$ cat config.mk
export PLATFORM = sky130hd
export DESIGN_NAME = ini_config_byte_tokenizer_unit_flat
export DESIGN_NICKNAME = d
export VERILOG_FILES = /design/src/rtl/core/ict_pkg.sv /design/src/rtl/core/ict_text_if.sv /design/src/rtl/core/ict_token_if.sv /design/src/rtl/core/ict_step.sv /design/src/rtl/core/ini_config_byte_tokenizer_unit.sv /design/src/flat_wrapper.sv
export SDC_FILE = /design/constraint.sdc
export NUM_CORES = 1
export LEC_CHECK = 0
export BUFFER_PORTS_ARGS = -buffer_cell sky130_fd_sc_hd__buf_2
export CAP_MARGIN = 20
export CORE_MARGIN = 2
export CORE_UTILIZATION = 40
export CTS_BUF_LIST = sky130_fd_sc_hd__clkbuf_16
export CTS_CLUSTER_SIZE = 25
export DETAILED_ROUTE_END_ITERATION = 7
export GPL_TIMING_DRIVEN = 1
export PLACE_DENSITY = 0.58
export SLEW_MARGIN = 20
export SYNTH_ARGS = -nofsm -noshare
export SYNTH_HDL_FRONTEND = slang
export SYNTH_SLANG_ARGS = --single-unit
export TNS_END_PERCENT = 30
$ cat constraint.sdc
create_clock -name clk -period 4.11 [get_ports clk]
set_input_delay 0 -clock clk [delete_from_list [all_inputs] [get_ports clk]]
set_output_delay 0 -clock clk [all_outputs]
set_load 0.02 [all_outputs]
$ cat src/rtl/core/ict_pkg.sv
// Package for the INI byte tokenizer: string capacities, character codes,
// token roles, parser state type and the structs passed between modules.
// No dependencies; every other file imports it.
`default_nettype none

package ict_pkg;

	// String capacities; a string of capacity CAP keeps CAP-1 characters.
	localparam int SECTION_CAP = 64;
	localparam int KEY_CAP     = 64;
	localparam int VALUE_CAP   = 256;

	localparam int SEC_LEN_W = $clog2(SECTION_CAP);
	localparam int KEY_LEN_W = $clog2(KEY_CAP);
	localparam int VAL_LEN_W = $clog2(VALUE_CAP);

	localparam logic [SEC_LEN_W-1:0] SEC_LIMIT = SEC_LEN_W'(SECTION_CAP - 1);
	localparam logic [KEY_LEN_W-1:0] KEY_LIMIT = KEY_LEN_W'(KEY_CAP - 1);
	localparam logic [VAL_LEN_W-1:0] VAL_LIMIT = VAL_LEN_W'(VALUE_CAP - 1);

	localparam logic [7:0] CH_NUL      = 8'h00;
	localparam logic [7:0] CH_LBRACKET = 8'h5B;
	localparam logic [7:0] CH_RBRACKET = 8'h5D;
	localparam logic [7:0] CH_EQUALS   = 8'h3D;
	localparam logic [7:0] CH_HASH     = 8'h23;
	localparam logic [7:0] CH_NEWLINE  = 8'h0A;
	localparam logic [7:0] CH_SPACE    = 8'h20;
	localparam logic [7:0] CH_TAB      = 8'h09;
	localparam logic [7:0] CH_CR       = 8'h0D;

	typedef enum logic [2:0] {
		ROLE_IGNORED   = 3'd0,
		ROLE_SEC_OPEN  = 3'd1,
		ROLE_SEC_CHAR  = 3'd2,
		ROLE_KEY_CHAR  = 3'd3,
		ROLE_VAL_CHAR  = 3'd4,
		ROLE_PAIR_DONE = 3'd5,
		ROLE_ERROR     = 3'd6
	} role_t;

	typedef enum logic [8:0] {
		ST_LINE     = 9'b000000001,
		ST_SEC_OPEN = 9'b000000010,
		ST_SEC_NAME = 9'b000000100,
		ST_SEC_DONE = 9'b000001000,
		ST_KEY      = 9'b000010000,
		ST_KEY_DONE = 9'b000100000,
		ST_EQ       = 9'b001000000,
		ST_VALUE    = 9'b010000000,
		ST_COMMENT  = 9'b100000000
	} parse_state_t;

	typedef struct packed {
		parse_state_t           st;
		logic [SEC_LEN_W-1:0]   sec_len;
		logic [KEY_LEN_W-1:0]   key_len;
		logic [VAL_LEN_W-1:0]   val_len;
		logic                   stopped;
	} pstate_t;

	typedef struct packed {
		role_t      role;
		logic [7:0] char_out;
		logic [7:0] position;
		logic       dropped;
		logic       finished;
	} token_t;

endpackage

`default_nettype wire

$ cat src/rtl/core/ict_text_if.sv
// Input channel of the INI byte tokenizer: one text byte and an end flag.
// Imports ict_pkg; carries the valid/ready handshake it defines.
`default_nettype none

interface ict_text_if import ict_pkg::*; ();
	logic       valid;
	logic       ready;
	logic [7:0] data_byte;
	logic       end_of_file;

	modport source (output valid, output data_byte, output end_of_file, input ready);
	modport sink   (input valid, input data_byte, input end_of_file, output ready);
endinterface

`default_nettype wire

$ cat src/rtl/core/ict_token_if.sv
// Output channel of the INI byte tokenizer: one tagged character per item.
// Depends on ict_pkg for the role type.
`default_nettype none

interface ict_token_if import ict_pkg::*; ();
	logic       valid;
	logic       ready;
	role_t      role;
	logic [7:0] char_out;
	logic [7:0] position;
	logic       dropped;
	logic       finished;

	modport source (output valid, output role, output char_out, output position,
		output dropped, output finished, input ready);
	modport sink   (input valid, input role, input char_out, input position,
		input dropped, input finished, output ready);
endinterface

`default_nettype wire

$ cat src/rtl/core/ict_step.sv
// Combinational parser step: next parser state and the token for one byte.
// Depends on ict_pkg for the state, token and constant definitions.
`default_nettype none

module ict_step import ict_pkg::*; (
	input  pstate_t    cur,
	input  logic [7:0] data_byte,
	input  logic       end_of_file,
	output pstate_t    nxt,
	output token_t     tok
);

	logic                 blank;
	logic                 sec_full, key_full, val_full;
	logic [7:0]           sec_pos, key_pos, val_pos;
	logic [SEC_LEN_W-1:0] sec_next;
	logic [KEY_LEN_W-1:0] key_next;
	logic [VAL_LEN_W-1:0] val_next;

	// C-locale whitespace: tab through carriage return, and space.
	assign blank = (data_byte == CH_SPACE) || ((data_byte >= CH_TAB) && (data_byte <= CH_CR));

	// A full string keeps its length and reports the last slot as dropped.
	assign sec_full = (cur.sec_len == SEC_LIMIT);
	assign key_full = (cur.key_len == KEY_LIMIT);
	assign val_full = (cur.val_len == VAL_LIMIT);
	assign sec_pos  = 8'(cur.sec_len);
	assign key_pos  = 8'(cur.key_len);
	assign val_pos  = 8'(cur.val_len);
	assign sec_next = sec_full ? cur.sec_len : cur.sec_len + SEC_LEN_W'(1);
	assign key_next = key_full ? cur.key_len : cur.key_len + KEY_LEN_W'(1);
	assign val_next = val_full ? cur.val_len : cur.val_len + VAL_LEN_W'(1);

	always_comb begin
		nxt          = cur;
		tok.role     = ROLE_IGNORED;
		tok.char_out = end_of_file ? 8'd0 : data_byte;
		tok.position = 8'd0;
		tok.dropped  = 1'b0;
		tok.finished = 1'b0;

		if (cur.stopped) begin
			tok.finished = 1'b1;
		end else if (end_of_file) begin
			if (cur.st == ST_VALUE) begin
				tok.role    = ROLE_PAIR_DONE;
				nxt.key_len = '0;
				nxt.val_len = '0;
			end else if (cur.st != ST_LINE && cur.st != ST_COMMENT) begin
				tok.role = ROLE_ERROR;
			end
			nxt.stopped  = 1'b1;
			tok.finished = 1'b1;
		end else if (data_byte == CH_NUL) begin
			nxt.stopped  = 1'b1;
			tok.finished = 1'b1;
		end else begin
			unique case (cur.st)
				ST_SEC_OPEN, ST_SEC_NAME: begin
					if (data_byte == CH_RBRACKET) begin
						nxt.st = ST_LINE;
					end else if (blank) begin
						if (cur.st == ST_SEC_NAME) nxt.st = ST_SEC_DONE;
					end else begin
						tok.role     = ROLE_SEC_CHAR;
						tok.position = sec_pos;
						tok.dropped  = sec_full;
						nxt.sec_len  = sec_next;
						nxt.st       = ST_SEC_NAME;
					end
				end
				ST_SEC_DONE: begin
					if (data_byte == CH_RBRACKET) nxt.st = ST_LINE;
					else if (!blank) tok.role = ROLE_ERROR;
				end
				ST_KEY, ST_KEY_DONE: begin
					if (data_byte == CH_EQUALS) begin
						nxt.st = ST_EQ;
					end else if (blank) begin
						nxt.st = ST_KEY_DONE;
					end else if (cur.st == ST_KEY) begin
						tok.role     = ROLE_KEY_CHAR;
						tok.position = key_pos;
						tok.dropped  = key_full;
						nxt.key_len  = key_next;
					end else begin
						tok.role = ROLE_ERROR;
					end
				end
				ST_EQ: begin
					if (!blank) begin
						tok.role     = ROLE_VAL_CHAR;
						tok.position = val_pos;
						tok.dropped  = val_full;
						nxt.val_len  = val_next;
						nxt.st       = ST_VALUE;
					end
				end
				ST_VALUE: begin
					if (data_byte == CH_HASH || data_byte == CH_NEWLINE) begin
						tok.role    = ROLE_PAIR_DONE;
						nxt.key_len = '0;
						nxt.val_len = '0;
						nxt.st      = (data_byte == CH_HASH) ? ST_COMMENT : ST_LINE;
					end else begin
						tok.role     = ROLE_VAL_CHAR;
						tok.position = val_pos;
						tok.dropped  = val_full;
						nxt.val_len  = val_next;
					end
				end
				ST_COMMENT: begin
					if (data_byte == CH_NEWLINE) nxt.st = ST_LINE;
				end
				default: begin
					// Line start.
					if (data_byte == CH_LBRACKET) begin
						tok.role    = ROLE_SEC_OPEN;
						nxt.sec_len = '0;
						nxt.st      = ST_SEC_OPEN;
					end else if (data_byte == CH_EQUALS) begin
						tok.role = ROLE_ERROR;
					end else if (blank) begin
						nxt.st = ST_LINE;
					end else if (data_byte == CH_HASH) begin
						nxt.st = ST_COMMENT;
					end else begin
						tok.role     = ROLE_KEY_CHAR;
						tok.position = key_pos;
						tok.dropped  = key_full;
						nxt.key_len  = key_next;
						nxt.st       = ST_KEY;
					end
				end
			endcase
			if (tok.role == ROLE_ERROR) begin
				nxt.stopped  = 1'b1;
				tok.finished = 1'b1;
			end
		end
	end

endmodule

`default_nettype wire

$ cat src/rtl/core/ini_config_byte_tokenizer_unit.sv
// The tokenizer takes one text byte per item and returns exactly one token item for it,
// and it sustains one item per clock cycle while token.ready does not stall it. A byte is
// latched in an input register, the parser step and the length counters resolve it
// combinationally, and the token sits in an output register, so a token is offered once
// its byte has passed the input register and then the output register. The single parser
// state register sets that rate: each byte sees the state left by the byte before.
// text.ready depends combinationally on token.ready. After the end flag, a zero byte or an
// error, every further item is answered with an ignored token marked finished until reset.
`default_nettype none

module ini_config_byte_tokenizer_unit import ict_pkg::*; (
	input  wire logic  clk,
	input  wire logic  arst_n,
	ict_text_if.sink   text,
	ict_token_if.source token
);

	logic       valid_s1;
	logic [7:0] byte_s1;
	logic       eof_s1;
	pstate_t    state_q;
	pstate_t    state_nxt;
	token_t     tok_nxt;
	token_t     tok_q;
	logic       out_valid_q;
	logic       out_free;
	logic       advance;

	ict_step u_step (
		.cur         (state_q),
		.data_byte   (byte_s1),
		.end_of_file (eof_s1),
		.nxt         (state_nxt),
		.tok         (tok_nxt)
	);

	assign out_free   = !out_valid_q || token.ready;
	assign advance    = valid_s1 && out_free;
	assign text.ready = !valid_s1 || out_free;

	always_ff @(posedge clk or negedge arst_n) begin
		if (!arst_n) begin
			valid_s1 <= 1'b0;
		end else if (text.ready) begin
			valid_s1 <= text.valid;
		end
	end

	always_ff @(posedge clk) begin
		if (text.ready && text.valid) begin
			byte_s1 <= text.data_byte;
			eof_s1  <= text.end_of_file;
		end
	end

	always_ff @(posedge clk or negedge arst_n) begin
		if (!arst_n) begin
			state_q.st      <= ST_LINE;
			state_q.sec_len <= '0;
			state_q.key_len <= '0;
			state_q.val_len <= '0;
			state_q.stopped <= 1'b0;
		end else if (advance) begin
			state_q <= state_nxt;
		end
	end

	always_ff @(posedge clk or negedge arst_n) begin
		if (!arst_n) begin
			out_valid_q <= 1'b0;
		end else if (out_free) begin
			out_valid_q <= valid_s1;
		end
	end

	always_ff @(posedge clk) begin
		if (advance) begin
			tok_q <= tok_nxt;
		end
	end

	assign token.valid    = out_valid_q;
	assign token.role     = tok_q.role;
	assign token.char_out = tok_q.char_out;
	assign token.position = tok_q.position;
	assign token.dropped  = tok_q.dropped;
	assign token.finished = tok_q.finished;

endmodule

`default_nettype wire
$ cat src/flat_wrapper.sv
// flat-port wrapper written by rule: the top's interface ports become plain ports
module ini_config_byte_tokenizer_unit_flat import ict_pkg::*;
  (clk, arst_n, text_valid, text_data_byte, text_end_of_file, text_ready, token_valid, token_role, token_char_out, token_position, token_dropped, token_finished, token_ready);
  ict_text_if text_i ();
  ict_token_if token_i ();
  input  wire logic clk;
  input  wire logic arst_n;
  input wire logic [$bits(text_i.valid)-1:0] text_valid;
  input wire logic [$bits(text_i.data_byte)-1:0] text_data_byte;
  input wire logic [$bits(text_i.end_of_file)-1:0] text_end_of_file;
  output wire logic [$bits(text_i.ready)-1:0] text_ready;
  output wire logic [$bits(token_i.valid)-1:0] token_valid;
  output wire logic [$bits(token_i.role)-1:0] token_role;
  output wire logic [$bits(token_i.char_out)-1:0] token_char_out;
  output wire logic [$bits(token_i.position)-1:0] token_position;
  output wire logic [$bits(token_i.dropped)-1:0] token_dropped;
  output wire logic [$bits(token_i.finished)-1:0] token_finished;
  input wire logic [$bits(token_i.ready)-1:0] token_ready;
  assign text_i.valid = text_valid;
  assign text_i.data_byte = text_data_byte;
  assign text_i.end_of_file = text_end_of_file;
  assign text_ready = text_i.ready;
  assign token_valid = token_i.valid;
  assign token_role = token_i.role;
  assign token_char_out = token_i.char_out;
  assign token_position = token_i.position;
  assign token_dropped = token_i.dropped;
  assign token_finished = token_i.finished;
  assign token_i.ready = token_ready;
  ini_config_byte_tokenizer_unit u_core (.clk(clk), .arst_n(arst_n), .text(text_i), .token(token_i));
endmodule
==> results.toml <==
[run_status]
status = "finished clean"

[yosys]
synthMuxAreaShare_pct = 3.34
synth_compound_area_share_pct = 15.9
synth_area_um2 = 3600
synth_xor_area_share_pct = 2.19
synthSimpleGateAreaFrac_pct = 26.6
synth_top_family_by_area = "simple AND/OR/NAND/NOR gates"
synth_fa_ha_area_share_pct = 1.04
synth_top_area_share_pct = 25.0
yosys.area.top_type = "edfxtp_1"
ys_ff_latch = 62
async_flop_share_pct = 51.6
synth_warnings = 0
synthTopCellsByCount = "dfrtp_1, edfxtp_1, nor2_1"
synth_nets = 363
synth_area_per_cell_um2 = 10.4
synthDistinctLibCells = 67
synth.area.top_cells = "edfxtp_1, dfrtp_1, nor2_1"
synthCells = 347
yosys.cell_count.top_type = "dfrtp_1"
yosysSeqAreaShare_pct = 47.3
synth_edf_count = 30
synth_ff_type = "dfrtp_1"

[sta]
slew_viol_final = 0
final_hold_viol_count = 0
setup_tns_ns = 0
slew_headroom_pct = 28.6
min_period_ns = 2.99
finalSetupViolations = 0
period_share_pct = 72.7
skew_ns = 0.00781
rsz0062_at_grt = "no"
clock.fmax_ghz = 0.335
max_slew.worst_pin.slew_ns = 1.06

[route]
viasPerCell = 5.85
dr_total_vias = 2936
antenna_left = 0
drc = 0
firstDrtPassIters = 5
wl_per_cell_um = 17.2
first_iter_violations = 249
routed_wl_um = 8610

[global_routing]
track_usage_pct = 18.2
grt_pass1_vias = 2701
grt_overflow_total = 0
grt_max_degree = 33
grt_pass1_wl_um = 14000
antenna_found_initial = 0

[place]
gp_congestion = 0.967
io_buffers = 35
hpwl_um = 6250

[setup_path]
path_class = "reg2reg"
crit_slowest_cell = "or4_4"
cp_max_fo = 11
crit_top_cell = "or4_4"
crit_start = "u_core.state_q[26]"
critical_path_required_ns = 4.32
worst-endpoint-arrival_ns = 3.20
worst-r2r-setup-slack_ns = 1.12
worst_setup_path_end_kind = "register"
critPathLaunchType = "register"
cpPeakStageDelay_ns = 0.62
reg2reg_from = "u_core.state_q[26]"
crit_chain = "or4_4, or4_4, nor4_4, a22o_2, nand3_4, a211o_1"

[layout]
nets = 405
drive_above_1_share_pct = 17.8
area_delta_synth_final_pct = 18.0
fill_cells = 798
antenna_cells = 0
fin_util_pct = 48.7

[min_path]
worstHoldPathType = "in2async"

[floorplan]
io_pins = 36
start_util_pct = 41.2
coreArea_um2 = 8720
die_width_um = 98.8
rows = 34
dieArea_um2 = 9770
fp.dieH_um = 98.8

[clock_network]
h-tree-depth = 3
clockBufferDepth = 2
cts-root-buf = "clkbuf_16"
clk_pin_slew_ns = 0.06
cts_inserted_buffers = 9
cts_tree = "done"
cts_setup_buffers = 0
clock_sinks = 62
worstSkewPairLatency_ns = 0.33

[power]
total_leakage_power_nw = 1.67
irDropWorstVdd_uv = 193
power_density_nw_per_um2 = 360

[flow_run]
drv_cap = 0
==> per-layer routing <==
| metal | up-vias | track usage, % | share of wire, % |
|---|---|---|---|
| li1 | 1413 | - | - |
| met1 | 1403 | 26.0 | 48 |
| met2 | 108 | 27.2 | 45 |
| met3 | 12 | 4.61 | 5.5 |
| met4 | 0 | 5.90 | 1.5 |
| met5 | - | 0 | 0 |
==> placed cells by master (no fill, tap or decap), types with 8 or more instances in the layout <==
master	Yosys	final
and3_1	14	14
buf_2	3	35
clkbuf_16	0	9
dfrtp_1	31	31
dlygate4sd3_1	0	13
edfxtp_1	30	30
inv_1	9	9
mux2_1	8	8
nand2_1	16	16
nand3_1	16	16
nor2_1	26	26
nor2b_1	12	12
nor3_1	12	12
o21ai_0	9	9
o31ai_1	10	10
==> power breakdown <==
part           switching (W)  internal (W)
Combinational      0.0000539     0.0000325
Clock               0.000278      0.000469
Sequential         0.0000153      0.000677
Total               0.000347       0.00118
==> logic make-up after synthesis <==
logic type	Yosys count
XOR/XNOR	9
flip-flops	62
AND/OR/NAND/NOR	157
multiplexers	11
AO/OA/AOI/OAI	79
adder cells (fa/ha/maj)	3
buffers and inverters	26
==> critical path, delay by kind of cell, from the launching register on <==
| kind | cells | cell delay, ns |
|---|---|---|
| AO/OA/AOI/OAI | 2 | 0.59 |
| flip-flops | 1 | 0.46 |
| AND/OR/NAND/NOR | 4 | 1.79 |
==> worst paths after layout <==
check                      depth (start not counted)            endpoint
min                                                2   u_core.state_q[7]
max                                                6  u_core.state_q[17]
max in group asynchronous                          2  u_core.state_q[29]
min reg2reg                                        1  u_core.state_q[14]
min in group clk                                   2   u_core.byte_s1[1]
max reg2reg                                        6  u_core.state_q[17]
==> sequential cells by signal, indices dropped and copies added, names as in the netlist <==
register               flops
u_core.byte_s1             8
u_core.eof_s1              1
u_core.token.position      8
u_core.token.valid         1
u_core.token.role          3
u_core.token.finished      1
u_core.valid_s1            1
u_core.token.dropped       1
u_core.state_q            30
u_core.token.char_out      8
==> layout make-up <==
class	count	area [um2]	share of cell area [%]
Clock buffer	9	225	5.31
Clock inverter	7	75.1	1.77
Inverter	9	33.8	0.796
Multi-Input combinational cell	259	1770	41.6
Sequential cell	62	1700	40.1
Tap cell	108	135	3.18
Timing Repair Buffer	48	305	7.19
==> through the flow <==
step | hold slack [ns] | total power (W) | instances | area (um2) | worst slack [ns]
detailed placement | 0.111 | 0.000782 | 473 | 3810 | 1.15
CTS | 0.295 | 0.00154 | 502 | 4240 | 1.13
finish | 0.269 | 0.00153 | 502 | 4240 | 1.12
global route | 0.346 | 0.00158 | 502 | 4240 | 0.994
floorplan | -0.296 | 0.000748 | 347 | 3600 | 1.59
global placement | 0.118 | 0.000782 | 473 | 3810 | 1.24
==> what timing repair did <==
action	in CTS	in global routing
hold endpoints to repair	42	0
resized for setup	0	0
hold buffers	13	0
No activity file was read; power rests on OpenSTA's default activity.
